**src/hdl/alle_pkg.sv**
```systemverilog
// ----------------------------------------------------------------------------
// alle_pkg
// Shared codes, widths and defaults of the array linked list engine.
// ----------------------------------------------------------------------------
`default_nettype none

package alle_pkg;

  // Default node store depth
  localparam int NODE_COUNT_DEF = 16;

  // Beat layout
  localparam int OPCODE_W    = 3;
  localparam int DATA_W      = 32;
  localparam int STATUS_W    = 3;
  localparam int IN_TDATA_W  = 72;   // 3 + 32 + 32 = 67, padded to bytes
  localparam int OUT_TDATA_W = 8;    // 3 + 1 + 1 = 5, padded to bytes

  // Operations
  localparam logic [OPCODE_W-1:0] OP_PUSH_FRONT  = 3'd0;
  localparam logic [OPCODE_W-1:0] OP_APPEND_TAIL = 3'd1;
  localparam logic [OPCODE_W-1:0] OP_INSERT_AFT  = 3'd2;
  localparam logic [OPCODE_W-1:0] OP_POP_FRONT   = 3'd3;
  localparam logic [OPCODE_W-1:0] OP_REMOVE_TAIL = 3'd4;
  localparam logic [OPCODE_W-1:0] OP_REMOVE_AFT  = 3'd5;

  // Result status
  localparam logic [STATUS_W-1:0] ST_OK     = 3'd0;
  localparam logic [STATUS_W-1:0] ST_FULL   = 3'd1;
  localparam logic [STATUS_W-1:0] ST_EMPTY  = 3'd2;
  localparam logic [STATUS_W-1:0] ST_NOKEY  = 3'd3;
  localparam logic [STATUS_W-1:0] ST_NONEXT = 3'd4;

endpackage

`default_nettype wire

```
**src/hdl/array_linked_list_engine.sv**
```systemverilog
// ----------------------------------------------------------------------------
// array_linked_list_engine
// Singly linked list kept in a fixed node store, with a free list chained
// through the same link memory. One operation per input beat, one status
// beat out.
// ----------------------------------------------------------------------------
//  channel   dir   beat contents (low bit first)
//  in_*      in    opcode[2:0], value[34:3], key[66:35], zero pad to 72
//  out_*     out   status[2:0], list_empty[3], list_full[4], zero pad to 8
//
//  One operation at a time. Push and pop do not walk the list; append,
//  remove tail and the key operations walk the list one node per cycle
//  through the store read port, visiting at most NODE_COUNT nodes.
//  Reset (rst_n low, synchronous) empties the list and chains all nodes free.
//  A held result stalls only the next finishing operation, not the accept.
// ----------------------------------------------------------------------------
`default_nettype none

module array_linked_list_engine #(
  parameter int NODE_COUNT = alle_pkg::NODE_COUNT_DEF
) (
  input  wire logic                             clk,
  input  wire logic                             rst_n,
  input  wire logic                             in_tvalid,
  output logic                                  in_tready,
  input  wire logic [alle_pkg::IN_TDATA_W-1:0]  in_tdata,   // opcode, value, key
  output logic                                  out_tvalid,
  input  wire logic                             out_tready,
  output logic      [alle_pkg::OUT_TDATA_W-1:0] out_tdata   // status, list_empty, list_full
);
  import alle_pkg::*;

  localparam int IDX_W  = $clog2(NODE_COUNT);
  localparam int LINK_W = $clog2(NODE_COUNT + 1);
  localparam logic [LINK_W-1:0] NIL       = LINK_W'(NODE_COUNT);
  localparam logic [LINK_W-1:0] LAST_STEP = LINK_W'(NODE_COUNT - 1);

  typedef enum logic [2:0] {
    S_IDLE, S_TAKE, S_POP, S_WALK, S_NEXT, S_FREE, S_LINK, S_DONE
  } state_t;

  state_t                 state_r, state_nxt;
  logic [OPCODE_W-1:0]    op_r, op_nxt;
  logic [DATA_W-1:0]      val_r, val_nxt;
  logic [DATA_W-1:0]      key_r, key_nxt;
  logic [STATUS_W-1:0]    status_r, status_nxt;
  logic [LINK_W-1:0]      head_r, head_nxt;
  logic [LINK_W-1:0]      free_r, free_nxt;
  logic [LINK_W-1:0]      cur_r, cur_nxt;
  logic [LINK_W-1:0]      prev_r, prev_nxt;
  logic [LINK_W-1:0]      aux_r, aux_nxt;
  logic [LINK_W-1:0]      nxt_r, nxt_nxt;
  logic [LINK_W-1:0]      steps_r, steps_nxt;
  logic                   out_tvalid_r, out_tvalid_nxt;
  logic [OUT_TDATA_W-1:0] out_tdata_r, out_tdata_nxt;

  logic [OPCODE_W-1:0]    in_opcode;
  logic [DATA_W-1:0]      in_value;
  logic [DATA_W-1:0]      in_key;

  logic [IDX_W-1:0]       rd_addr;
  logic                   wr_val_en;
  logic [IDX_W-1:0]       wr_val_addr;
  logic                   wr_link_en;
  logic [IDX_W-1:0]       wr_link_addr;
  logic [LINK_W-1:0]      wr_link_data;
  logic [DATA_W-1:0]      rd_value;
  logic [LINK_W-1:0]      rd_link;

  logic                   head_nil;
  logic                   free_nil;
  logic [LINK_W-1:0]      rd_link_n;
  logic                   walk_last;
  logic                   key_hit;

  function automatic logic [IDX_W-1:0] idx(input logic [LINK_W-1:0] l);
    return l[IDX_W-1:0];
  endfunction

  assign in_opcode = in_tdata[OPCODE_W-1:0];
  assign in_value  = in_tdata[OPCODE_W +: DATA_W];
  assign in_key    = in_tdata[OPCODE_W + DATA_W +: DATA_W];

  assign head_nil  = (head_r >= NIL);
  assign free_nil  = (free_r >= NIL);
  assign rd_link_n = (rd_link >= NIL) ? NIL : rd_link;
  assign walk_last = (rd_link_n == NIL) || (steps_r == LAST_STEP);
  assign key_hit   = (rd_value == key_r);

  alle_store #(
    .NODE_COUNT (NODE_COUNT)
  ) u_store (
    .clk          (clk),
    .rst_n        (rst_n),
    .rd_addr      (rd_addr),
    .wr_val_en    (wr_val_en),
    .wr_val_addr  (wr_val_addr),
    .wr_val_data  (val_r),
    .wr_link_en   (wr_link_en),
    .wr_link_addr (wr_link_addr),
    .wr_link_data (wr_link_data),
    .rd_value     (rd_value),
    .rd_link      (rd_link)
  );

  assign in_tready  = (state_r == S_IDLE);
  assign out_tvalid = out_tvalid_r;
  assign out_tdata  = out_tdata_r;

  always_comb begin
    state_nxt      = state_r;
    op_nxt         = op_r;
    val_nxt        = val_r;
    key_nxt        = key_r;
    status_nxt     = status_r;
    head_nxt       = head_r;
    free_nxt       = free_r;
    cur_nxt        = cur_r;
    prev_nxt       = prev_r;
    aux_nxt        = aux_r;
    nxt_nxt        = nxt_r;
    steps_nxt      = steps_r;
    out_tvalid_nxt = out_tvalid_r && !out_tready;
    out_tdata_nxt  = out_tdata_r;
    rd_addr        = '0;
    wr_val_en      = 1'b0;
    wr_val_addr    = idx(free_r);
    wr_link_en     = 1'b0;
    wr_link_addr   = idx(cur_r);
    wr_link_data   = NIL;

    case (state_r)
      S_IDLE: begin
        if (in_tvalid) begin
          op_nxt     = in_opcode;
          val_nxt    = in_value;
          key_nxt    = in_key;
          status_nxt = ST_OK;
          cur_nxt    = head_r;
          prev_nxt   = NIL;
          steps_nxt  = '0;
          state_nxt  = S_DONE;
          case (in_opcode)
            OP_PUSH_FRONT, OP_APPEND_TAIL: begin
              if (free_nil) begin
                status_nxt = ST_FULL;
              end else begin
                rd_addr   = idx(free_r);
                state_nxt = S_TAKE;
              end
            end
            OP_INSERT_AFT: begin
              if (free_nil) begin
                status_nxt = ST_FULL;
              end else if (head_nil) begin
                status_nxt = ST_NOKEY;
              end else begin
                rd_addr   = idx(head_r);
                state_nxt = S_WALK;
              end
            end
            OP_POP_FRONT: begin
              if (head_nil) begin
                status_nxt = ST_EMPTY;
              end else begin
                rd_addr   = idx(head_r);
                state_nxt = S_POP;
              end
            end
            OP_REMOVE_TAIL, OP_REMOVE_AFT: begin
              if (head_nil) begin
                status_nxt = ST_EMPTY;
              end else begin
                rd_addr   = idx(head_r);
                state_nxt = S_WALK;
              end
            end
            default: begin
              status_nxt = ST_OK;
            end
          endcase
        end
      end

      // read data is the free-list head node
      S_TAKE: begin
        wr_val_en    = 1'b1;
        wr_val_addr  = idx(free_r);
        wr_link_en   = 1'b1;
        wr_link_addr = idx(free_r);
        free_nxt     = rd_link_n;
        aux_nxt      = free_r;
        state_nxt    = S_DONE;
        case (op_r)
          OP_PUSH_FRONT: begin
            wr_link_data = head_nil ? NIL : head_r;
            head_nxt     = free_r;
          end
          OP_APPEND_TAIL: begin
            wr_link_data = NIL;
            if (head_nil) begin
              head_nxt = free_r;
            end else begin
              // new node is off the list, so reading the head here is safe
              rd_addr   = idx(head_r);
              cur_nxt   = head_r;
              steps_nxt = '0;
              state_nxt = S_WALK;
            end
          end
          default: begin
            // insert after key: cur_r holds the match, nxt_r its old link
            wr_link_data = nxt_r;
            state_nxt    = S_LINK;
          end
        endcase
      end

      // read data is the list head node
      S_POP: begin
        head_nxt     = rd_link_n;
        wr_link_en   = 1'b1;
        wr_link_addr = idx(head_r);
        wr_link_data = free_r;
        free_nxt     = head_r;
        state_nxt    = S_DONE;
      end

      // read data is node cur_r
      S_WALK: begin
        case (op_r)
          OP_APPEND_TAIL, OP_REMOVE_TAIL: begin
            if (walk_last) begin
              if (op_r == OP_APPEND_TAIL) begin
                wr_link_en   = 1'b1;
                wr_link_addr = idx(cur_r);
                wr_link_data = aux_r;
                state_nxt    = S_DONE;
              end else begin
                if (prev_r == NIL) begin
                  head_nxt = NIL;
                end else begin
                  wr_link_en   = 1'b1;
                  wr_link_addr = idx(prev_r);
                  wr_link_data = NIL;
                end
                aux_nxt   = cur_r;
                state_nxt = S_FREE;
              end
            end else begin
              prev_nxt  = cur_r;
              cur_nxt   = rd_link_n;
              steps_nxt = steps_r + LINK_W'(1);
              rd_addr   = idx(rd_link_n);
            end
          end
          default: begin
            if (key_hit) begin
              if (op_r == OP_INSERT_AFT) begin
                nxt_nxt   = rd_link_n;
                rd_addr   = idx(free_r);
                state_nxt = S_TAKE;
              end else if (rd_link_n == NIL) begin
                status_nxt = ST_NONEXT;
                state_nxt  = S_DONE;
              end else begin
                aux_nxt   = rd_link_n;
                rd_addr   = idx(rd_link_n);
                state_nxt = S_NEXT;
              end
            end else if (walk_last) begin
              status_nxt = ST_NOKEY;
              state_nxt  = S_DONE;
            end else begin
              cur_nxt   = rd_link_n;
              steps_nxt = steps_r + LINK_W'(1);
              rd_addr   = idx(rd_link_n);
            end
          end
        endcase
      end

      // read data is the node after the match; unlink it
      S_NEXT: begin
        wr_link_en   = 1'b1;
        wr_link_addr = idx(cur_r);
        wr_link_data = rd_link_n;
        state_nxt    = S_FREE;
      end

      // return node aux_r to the free list head
      S_FREE: begin
        wr_link_en   = 1'b1;
        wr_link_addr = idx(aux_r);
        wr_link_data = free_r;
        free_nxt     = aux_r;
        state_nxt    = S_DONE;
      end

      S_LINK: begin
        wr_link_en   = 1'b1;
        wr_link_addr = idx(cur_r);
        wr_link_data = aux_r;
        state_nxt    = S_DONE;
      end

      S_DONE: begin
        if (!out_tvalid_r || out_tready) begin
          out_tvalid_nxt = 1'b1;
          out_tdata_nxt  = {{(OUT_TDATA_W - STATUS_W - 2){1'b0}}, free_nil, head_nil, status_r};
          state_nxt      = S_IDLE;
        end
      end

      default: begin
        state_nxt = S_IDLE;
      end
    endcase
  end

  always_ff @(posedge clk) begin
    if (!rst_n) begin
      state_r      <= S_IDLE;
      head_r       <= NIL;
      free_r       <= '0;
      out_tvalid_r <= 1'b0;
    end else begin
      state_r      <= state_nxt;
      head_r       <= head_nxt;
      free_r       <= free_nxt;
      out_tvalid_r <= out_tvalid_nxt;
      out_tdata_r  <= out_tdata_nxt;
    end
  end

  always_ff @(posedge clk) begin
    op_r     <= op_nxt;
    val_r    <= val_nxt;
    key_r    <= key_nxt;
    status_r <= status_nxt;
    cur_r    <= cur_nxt;
    prev_r   <= prev_nxt;
    aux_r    <= aux_nxt;
    nxt_r    <= nxt_nxt;
    steps_r  <= steps_nxt;
  end

endmodule

`default_nettype wire

```
**src/hdl/alle_store.sv**
```systemverilog
// ----------------------------------------------------------------------------
// alle_store
// Node store: value memory and link memory, one read port shared by both,
// registered read data. Link entries that were never written read as their
// reset chain value (next entry, null for the last).
// ----------------------------------------------------------------------------
`default_nettype none

module alle_store #(
  parameter  int NODE_COUNT = alle_pkg::NODE_COUNT_DEF,
  localparam int IDX_W      = $clog2(NODE_COUNT),
  localparam int LINK_W     = $clog2(NODE_COUNT + 1)
) (
  input  wire logic                        clk,
  input  wire logic                        rst_n,
  input  wire logic [IDX_W-1:0]            rd_addr,
  input  wire logic                        wr_val_en,
  input  wire logic [IDX_W-1:0]            wr_val_addr,
  input  wire logic [alle_pkg::DATA_W-1:0] wr_val_data,
  input  wire logic                        wr_link_en,
  input  wire logic [IDX_W-1:0]            wr_link_addr,
  input  wire logic [LINK_W-1:0]           wr_link_data,
  output logic      [alle_pkg::DATA_W-1:0] rd_value,
  output logic      [LINK_W-1:0]           rd_link
);
  import alle_pkg::*;

  logic [DATA_W-1:0]     value_mem [NODE_COUNT];
  logic [LINK_W-1:0]     link_mem  [NODE_COUNT];
  logic [NODE_COUNT-1:0] link_vld_r;

  logic [DATA_W-1:0]     rd_value_r;
  logic [LINK_W-1:0]     rd_link_raw_r;
  logic [IDX_W-1:0]      rd_addr_r;
  logic                  rd_vld_r;
  logic [LINK_W-1:0]     rd_link_dflt;

  always_ff @(posedge clk) begin
    if (wr_val_en) begin
      value_mem[wr_val_addr] <= wr_val_data;
    end
    rd_value_r <= value_mem[rd_addr];
  end

  always_ff @(posedge clk) begin
    if (wr_link_en) begin
      link_mem[wr_link_addr] <= wr_link_data;
    end
    rd_link_raw_r <= link_mem[rd_addr];
    rd_addr_r     <= rd_addr;
  end

  always_ff @(posedge clk) begin
    if (!rst_n) begin
      link_vld_r <= '0;
      rd_vld_r   <= 1'b0;
    end else begin
      if (wr_link_en) begin
        link_vld_r[wr_link_addr] <= 1'b1;
      end
      rd_vld_r <= link_vld_r[rd_addr];
    end
  end

  // reset chain: entry i links i+1, last entry null
  assign rd_link_dflt = (rd_addr_r == IDX_W'(NODE_COUNT - 1)) ? LINK_W'(NODE_COUNT)
                                                              : LINK_W'(rd_addr_r) + LINK_W'(1);

  assign rd_value = rd_value_r;
  assign rd_link  = rd_vld_r ? rd_link_raw_r : rd_link_dflt;

endmodule

`default_nettype wire
```
**config.mk**
```make
export PLATFORM = sky130hd
export DESIGN_NAME = array_linked_list_engine
export DESIGN_NICKNAME = d
export VERILOG_FILES = /design/src/hdl/alle_pkg.sv /design/src/hdl/array_linked_list_engine.sv /design/src/hdl/alle_store.sv
export SDC_FILE = /design/constraint.sdc
export NUM_CORES = 1
export LEC_CHECK = 0
export ABC_AREA = 1
export BUFFER_PORTS_ARGS = -buffer_cell sky130_fd_sc_hd__buf_2
export CAP_MARGIN = 10
export CORE_ASPECT_RATIO = 0.5
export CORE_MARGIN = 4
export CORE_UTILIZATION = 35
export CTS_BUF_LIST = sky130_fd_sc_hd__clkbuf_2
export DETAILED_ROUTE_END_ITERATION = 8
export SYNTH_ARGS = -nofsm -noshare
export SYNTH_HDL_FRONTEND = slang
export SYNTH_SLANG_ARGS = --single-unit
```
**constraint.sdc**
```tcl
create_clock -name clk -period 4.35 [get_ports clk]
set_clock_uncertainty 0.15 [all_clocks]
set_input_delay 0.87 -clock clk [delete_from_list [all_inputs] [get_ports clk]]
set_output_delay 0.87 -clock clk [all_outputs]
set_load 0.005 [all_outputs]
```
Word level (Yosys, flattened, before mapping)
Memories as Yosys holds them, arrays and structs flattened. A register that Yosys moved wholly into a read port is not among the register bits. Cells that the tools add are included.

Reduce and logical (&&, ||, !) cells: 30. Eq/ne operators: 41. Bitwise gates (word level): 2. Magnitude comparators: 6. Multiplexer cells: 103. Add/subtract/negate cells: 2.

Operators with widths (count): 5-bit 2-to-1 mux (33); 5-bit one-hot mux with 3 select lines (4); 4-bit 2-to-1 mux (14); 3-bit 2-to-1 mux (17); 5-bit one-hot mux with 2 select lines (4); 32-bit == test (1); 3-bit != test (second input constant) (10); 5-bit one-hot mux with 5 select lines (1); 4-bit one-hot mux with 3 select lines (2); 3-bit == test (second input constant) (7); 2-bit != test (second input constant) (10); 3-bit one-hot mux with 6 select lines (1); 16-bit bitwise OR (1); 4-bit one-hot mux with 4 select lines (1); 3-bit by 2-bit == test with 1-bit output (second input constant) (5); 5-bit >= comparator (second input constant) (3); 1-bit 2-to-1 mux (14); 3-bit one-hot mux with 2 select lines (2); 3-bit one-hot mux with 4 select lines (1); 4-bit AND reduction (3); 6-bit AND reduction (2); 5-bit == test (second input constant) (2); 4-bit by 5-bit < comparator with 1-bit output (second input constant) (2); 2-bit 2-to-1 mux (5); 25 further kinds (39).

Word-level logic and storage cells: 203. Output and inout port bits: 10. Memory bits (writable): 592. Input port bits: 76. Memories: 2. Register bits after elaboration: 135.

Memory list: u_store.value_mem (words 16, width 32, read ports 1, clocked after Yosys merged registers in 1, write ports 1, RTL line alle_store.sv:28) `logic [DATA_W-1:0] value_mem [NODE_COUNT];`; u_store.link_mem (words 16, width 5, read ports 1, clocked after Yosys merged registers in 1, write ports 1, RTL line alle_store.sv:29) `logic [LINK_W-1:0] link_mem [NODE_COUNT];`.

Longest topological paths before layout
Gate-level depths: netlist of run 1.

Depth in word-level cells: 15. Depth in mapped cells: 21. Gate-level depth less buffers: 20.

Cells and area by module
A second synthesis of run 1 with hierarchy kept.

Cell total of the unflattened synthesis: 2533. Area, all modules: 30809.5 µm².

By module, submodules not included: alle_store (sequential area each 18938.2 µm², area each 25169.1 µm², cells an instance 1938, instances 1); array_linked_list_engine (sequential area each 3283.1 µm², area each 5640.4 µm², cells an instance 595, instances 1).

Worst setup path before layout of run 1
No wires, ideal clock.

Path kind: register to register. Start point: register state_r[1]. End point: register key_r[0] (enable). Arrival: 3759 ps. Required time: 3707 ps. Path slack: -52 ps. Cell stages (with the launch flop): 6. Period minus slack after synthesis: 4402 ps. Setup time: 493 ps. Path buffers: 0. Cell sequence: dfxtp_1 nor2_1 inv_1 nor2_2 inv_1 nor2_1.

Word-level cells in the longest chain between the ends: 2.

RTL lines: start, declared (RTL line array_linked_list_engine.sv:42) `state_t state_r, state_nxt;`; start signal, assigned (RTL line array_linked_list_engine.sv:328) `state_r <= state_nxt;`; 3-bit logical NOT; named net in_tready (RTL line array_linked_list_engine.sv:25) `output logic in_tready,`; 2-bit AND reduction (no source line); end signal, assigned (RTL line array_linked_list_engine.sv:339) `key_r <= key_nxt;`; end, declared (RTL line array_linked_list_engine.sv:45) `logic [DATA_W-1:0] key_r, key_nxt;`.

The timed path passes the listed nets, and every way through them passes these cells. A chain may end at the register's enable or synchronous reset.

Final worst setup path of run 1
Start point: register key_r[15]. End point: register u_store.rd_vld_r.

Word-level cells in the longest chain between the ends: 6.

RTL lines: 32-bit == test (RTL line array_linked_list_engine.sv:88) `assign key_hit = (rd_value == key_r);`; 4-bit 2-to-1 mux (RTL line array_linked_list_engine.sv:258) `if (key_hit) begin`; 4-bit 2-to-1 mux (RTL line array_linked_list_engine.sv:231) `case (op_r)`; 4-bit one-hot mux with 3 select lines (RTL line array_linked_list_engine.sv:132) `case (state_r)`; 1-bit binary-select mux with 4-bit select (RTL line alle_store.sv:61) `rd_vld_r <= link_vld_r[rd_addr];`; 1-bit 2-to-1 mux (implied by the code) (RTL line alle_store.sv:61); end signal, assigned (RTL line alle_store.sv:61); end, declared (RTL line alle_store.sv:35) `logic rd_vld_r;`.

No other way between the ends. The select of a mux whose other input is x is not followed.

==> results_dict.tcl, run 1 <==
set metrics [dict create \
    status "complete, no violations" \
    gp_congestion 0.892 \
    hold_depth 2 \
    io_pins 86 \
    gr-usage-all-layers 0.168 \
    power_density_mw_per_mm2 546 \
    grt_max_degree 127 \
    multi_input_area_mm2 0.00739 \
    antenna_found_initial 4 \
    synth_edf_count 692 \
    ys_async_sr_fraction 0 \
    die-width_um 431 \
    area_growth_pct 16.4 \
    slew_viol_final 0 \
    core.rowCount 77 \
    vias 20700 \
    routed_via_density 4.87 \
    antenna_left 0 \
    crit_type "reg -> reg" \
    coreArea_mm2 0.0884 \
    die_h_um 219 \
    leakage_nw 13.4 \
    fin_setup_tns_ps 0 \
    initial_core_util 0.354 \
    clock_tree.buffer_depth 3 \
    yosysWarnings 0 \
    cp.arrival_ps 4860 \
    p_total_w 0.0199 \
    cts_sinks 764 \
    seq_area_mm2 0.0222 \
    dr.pass1.iters 5 \
    irDropWorstVdd_v 0.000243 \
    post-route-period-util 0.867 \
    drtIter0Drc 1883 \
    cp_max_fo 116 \
    cts_buffers 176 \
    grt_pass1_wl_mm 120 \
    required_ps 5430 \
    min_period_ps 3770 \
    utilization 0.412 \
    ys_types 53 \
    clkLatencyLatePin_ps 1380 \
    dieArea_mm2 0.0945 \
    clk_pin_slew_ps 130 \
    min_path_type "in -> reg" \
    ctsHoldBuffers 133 \
    hpwl_mm 43.4 \
    nFillCells 8352 \
    io_buffers 77 \
    worst_pin_slew_ps 989 \
    final_nets 2989 \
    route.detailed.drc 0 \
    rsz0062_at_grt "false" \
    root_buffer "clkbuf_2" \
    syn_inst 2592 \
    layout-drive-gt1-share 0.170 \
    syn_area_mm2 0.0313 \
    cts.repair.resized 0 \
    yosysSeqAreaShare 0.710 \
    grt-ovfl-total 0 \
    avgSynthCellArea_um2 12.1 \
    max_slew_margin 0.341 \
    cts_tree "built" \
    cp-start-kind "flip-flop" \
    ys.flop_type "edfxtp_1" \
    final_common_cell "edfxtp_1" \
    hold_viol_final 0 \
    wirelength_mm 80.2 \
    synth-seq-cells 764 \
    post_cts_buffers 0 \
    cts_htree_levels 4 \
    layout_common_cells "692 x edfxtp_1, 477 x nand2_1, 295 x clkbuf_2" \
    maxCapViolCount 0 \
    grt_pass1_vias 20200 \
    r2r_cells 14 \
    post_drt_wl_per_cell_um 18.9 \
    setup_viol 0 \
    max_freq_mhz 265 \
    crit_path_end_kind "flip-flop" \
]
cells in the mapped netlist (2+ instances only):
master / count / share of area
a211oi_1: 12 / 0.0029
a21oi_1: 69 / 0.011
a221oi_1: 6 / 0.0017
a22oi_1: 4 / 0.00096
a31oi_1: 3 / 0.00060
buf_1: 9 / 0.0011
buf_2: 57 / 0.0091
buf_4: 17 / 0.0041
buf_6: 4 / 0.0014
clkbuf_1: 50 / 0.0060
clkinv_1: 3 / 0.00036
dfxtp_1: 72 / 0.046
edfxtp_1: 692 / 0.66
ha_1: 3 / 0.0012
inv_1: 293 / 0.035
inv_2: 16 / 0.0019
nand2_1: 477 / 0.057
nand2_2: 3 / 0.00060
nand3_1: 267 / 0.043
nand4_1: 3 / 0.00060
nor2_1: 83 / 0.010
nor2_2: 9 / 0.0018
nor2_4: 3 / 0.0011
nor3_1: 5 / 0.00080
nor4_1: 2 / 0.00040
o2111ai_1: 3 / 0.00084
o211ai_1: 227 / 0.054
o211ai_2: 2 / 0.00080
o21a_1: 4 / 0.00096
o21ai_0: 67 / 0.011
o21ai_1: 2 / 0.00032
o22ai_1: 9 / 0.0018
o2bb2ai_1: 4 / 0.0011
or2_0: 4 / 0.00080
or2_1: 61 / 0.012
or2_2: 10 / 0.0020
xnor2_1: 21 / 0.0059
critical path, stage by stage (launching register included):
cell      delay, ps
edfxtp_1        420
xnor2_1         250
nand2_1         100
nor2_1          230
nand2_1         110
nor2_2          300
nand2_1         310
nor2_1          210
nand2_1         110
o211ai_4        140
buf_12          480
nand3_1         160
nand3_1         170
nand3_1         100
a21oi_1         190
logic make-up (layout without fill, tap and decap cells):
logic type / after synthesis / count (layout) / share of synthesized area
other cells: 1 / 9 / 0.000120
simple gates: 932 / 932 / 0.132
buf+inv: 450 / 913 / 0.0594
flops: 764 / 764 / 0.710
xor+xnor: 22 / 22 / 0.00616
fa+ha+maj: 3 / 3 / 0.00120
compound gates: 420 / 420 / 0.0910
cell type report:
cell class	instances	share of cell area
Tap cell	1185	0.0407
Sequential cell	764	0.610
Multi-Input combinational cell	1380	0.203
Timing Repair Buffer	275	0.0657
Antenna cell	6	0.000412
Clock buffer	295	0.0406
Inverter	313	0.0325
Clock inverter	30	0.00680
flip-flops by register name (all words and copies together) (netlist names), 16 cells and up:
signal,flops
u_store.link_mem,80
u_store.value_mem,512
u_store.rd_value,32
key_r,32
u_store.link_vld_r,16
val_r,32
path summary, 6_finish.rpt:
path	from	end	slack (ps)
setup / recovery	key_r[15]$_DFFE_PP_	u_store.rd_vld_r$_SDFF_PN0_	580
hold / removal	in_tdata[33]	val_r[30]$_DFFE_PP_	190
setup reg to reg	key_r[15]$_DFFE_PP_	u_store.rd_vld_r$_SDFF_PN0_	580
hold reg to reg	status_r[0]$_DFFE_PP_	out_tdata[0]$_DFFE_PP_	300
routing by layer:
layer | track usage | routed length (um)
met4 | 0.0566 | 1680
met2 | 0.270 | 36800
met5 | 0 | 0
met3 | 0.0350 | 5280
met1 | 0.228 | 36400
metrics by stage:
step                      area (um2)  instances  hold slack [ps]  setup WS (ps)
after detailed placement       33300       3784              260            477
final                          36400       4248              187            577
after global placement         33300       3784              255            571
after global routing           36400       4245             60.7            322
after floorplan                31300       2594              250           1070
after CTS                      36400       4242             3.90            710
report_power, final:
part	internal [W]	total (W)	switching [W]	leakage, nW
logic	0.00152	0.00497	0.00346	5.21
registers	0.00940	0.0101	0.000660	6.88
clock network	0.00201	0.00485	0.00284	1.34
total	0.0129	0.0199	0.00696	13.4
No activity file was read; power rests on OpenSTA's default activity.
==> inputs of run 2 (changes only) <==
--- a/config.mk
+++ b/config.mk
@@ -9,7 +9,6 @@
 export BUFFER_PORTS_ARGS = -buffer_cell sky130_fd_sc_hd__buf_2
 export CAP_MARGIN = 10
 export CORE_ASPECT_RATIO = 0.5
-export CORE_MARGIN = 4
 export CORE_UTILIZATION = 35
 export CTS_BUF_LIST = sky130_fd_sc_hd__clkbuf_2
 export DETAILED_ROUTE_END_ITERATION = 8
==> run 2 against run 1 <==
Net effect: the flow now finishes with violations (DRC); cell area hardly changed; worst hold slack better by 13 ps; via count hardly changed; combinational power hardly changed; critical path type unchanged; highest routed layer unchanged.
==> results_dict.tcl, run 2 (synthesis results as in run 1) <==
set metrics [dict create \
    utilization 0.412 \
    violations "DRC" \
    min_path_type "in -> reg" \
    post_drt_wl_per_cell_um 18.5 \
    cp_top_family "simple AND/OR/NAND/NOR gates" \
    pwr-share-seq 0.508 \
    irDropWorstVdd_v 0.000268 \
    rsz0062_at_grt "false" \
    hold_viol_final 0 \
    top_register "u_store.value_mem" \
    multi_input_area_mm2 0.00739 \
    r2r_cells 14 \
    drtIter0Drc 1674 \
    coreArea_mm2 0.0884 \
    nFillCells 8343 \
    switching_share 0.351 \
    p_int_w 0.0128 \
    core.rowCount 77 \
    clock_tree.buffer_depth 3 \
    slew_viol_final 0 \
    antenna_found_initial 2 \
    hpwl_mm 43.8 \
    final_common_cell "edfxtp_1" \
    clk_pin_slew_ps 120 \
    cts_sinks 764 \
    grt_pass1_vias 20200 \
    power_density_mw_per_mm2 543 \
    hold_depth 2 \
    grt_max_degree 107 \
    layout-drive-gt1-share 0.161 \
    fin_setup_tns_ps 0 \
    design_area_mm2 0.0364 \
    dr.pass1.iters 7 \
    cp-start-kind "flip-flop" \
    crit_cells 14 \
    clkLatencyLatePin_ps 1420 \
    post_cts_buffers 0 \
    setup_viol 0 \
    status "finished, violations left" \
    wirelength_mm 78.3 \
    vias 20700 \
    max_freq_mhz 257 \
    die-width_um 425 \
    io_pins 86 \
    crit_type "reg -> reg" \
    cts_htree_levels 4 \
    cpMaxStageDelayCell "buf_12" \
    io_buffers 77 \
    final_nets 2987 \
    place_inst 3782 \
    seq_area_mm2 0.0222 \
    worst_pin_slew_ps 1100 \
    leakage_nw 13.4 \
    place_area_mm2 0.0333 \
    cp_max_fo 106 \
    grt-ovfl-total 0 \
    cp_cell_sequence "xnor2_1 -> nand2_1 -> nor2_1 -> nand2_1 -> nor2_2 -> nand2_1 -> nor2_1 -> nand2_1 -> o211ai_4 -> buf_12 -> o211ai_1 -> nand3_1 -> nand3_1 -> nand2_1" \
    post-route-period-util 0.895 \
    layout_common_cells "692 x edfxtp_1, 477 x nand2_1, 292 x inv_1" \
    max_stage_delay_ps 580 \
    path_buf_inv 1 \
    dp_slack_ps 566 \
    required_ps 5440 \
    pwr-share-comb 0.250 \
    fin_cells 4239 \
    area_growth_pct 16.4 \
    p_clk_frac 0.242 \
    max_slew_margin 0.261 \
    fin_ws_ps 456 \
    min_period_ps 3890 \
    cts_buffers 172 \
    initial_core_util 0.354 \
    dieArea_mm2 0.0907 \
    cp.arrival_ps 4980 \
    die_h_um 213 \
    cts_tree "built" \
    crit_top_cell "nand2_1" \
    p_sw_w 0.00694 \
    gr-usage-all-layers 0.174 \
    largest_register_ffs 512 \
    crit_path_end_kind "flip-flop" \
    antenna_left 0 \
    route.detailed.drc 2 \
    maxCapViolCount 0 \
    top_regs "u_store.value_mem x512, u_store.link_mem x80" \
    root_buffer "clkbuf_2" \
    grt_pass1_wl_mm 119 \
    gp_congestion 0.866 \
    routed_via_density 4.88 \
]
## run 2: layer usage
| metal | wire [um] | global-route usage |
|---|---|---|
| met1 | 36200 | 0.238 |
| met5 | 0 | 0 |
| met2 | 35800 | 0.275 |
| met3 | 4550 | 0.0342 |
| met4 | 1720 | 0.0652 |
## run 2: cell type report
type	count	area share
well taps	1185	0.0407
clock inverters	57	0.0106
inverters	313	0.0326
repair buffers	277	0.0668
clock buffers	259	0.0356
diodes	4	0.000275
flip-flops and latches	764	0.611
multi-input cells	1380	0.203
## run 2: metrics by stage
| step | total power (W) | hold slack (ps) |
|---|---|---|
| final | 0.0198 | 200 |
| after CTS | 0.0200 | 20.7 |
| after global routing | 0.0209 | 94.9 |
| after floorplan | 0.0132 | 250 |
| after global placement | 0.0150 | 253 |
| after detailed placement | 0.0151 | 259 |
## run 2: path summary, 6_finish.rpt
path / slack [ps] / start / end
setup / recovery: 460 / u_store.rd_value[10]$_DFF_P_ / u_store.rd_value[25]$_DFF_P_
hold / removal: 200 / in_tdata[1] / op_r[1]$_DFFE_PP_
setup reg to reg: 460 / u_store.rd_value[10]$_DFF_P_ / u_store.rd_value[25]$_DFF_P_
hold reg to reg: 290 / status_r[0]$_DFFE_PP_ / out_tdata[0]$_DFFE_PP_
## run 2: power by group through the flow
stage | Combinational (W) | Sequential [W] | Clock (W)
3_5_place_dp | 0.00484 | 0.0102 | 0
6_report | 0.00495 | 0.0100 | 0.00478
5_1_grt | 0.00549 | 0.0101 | 0.00530
2_1_floorplan | 0.00328 | 0.00992 | 0
3_3_place_gp | 0.00477 | 0.0102 | 0
4_1_cts | 0.00496 | 0.0101 | 0.00495
## run 2: repair_timing
action,CTS,global route
hold endpoints to repair,150,0
resized for setup,0,0
hold buffers,137,0
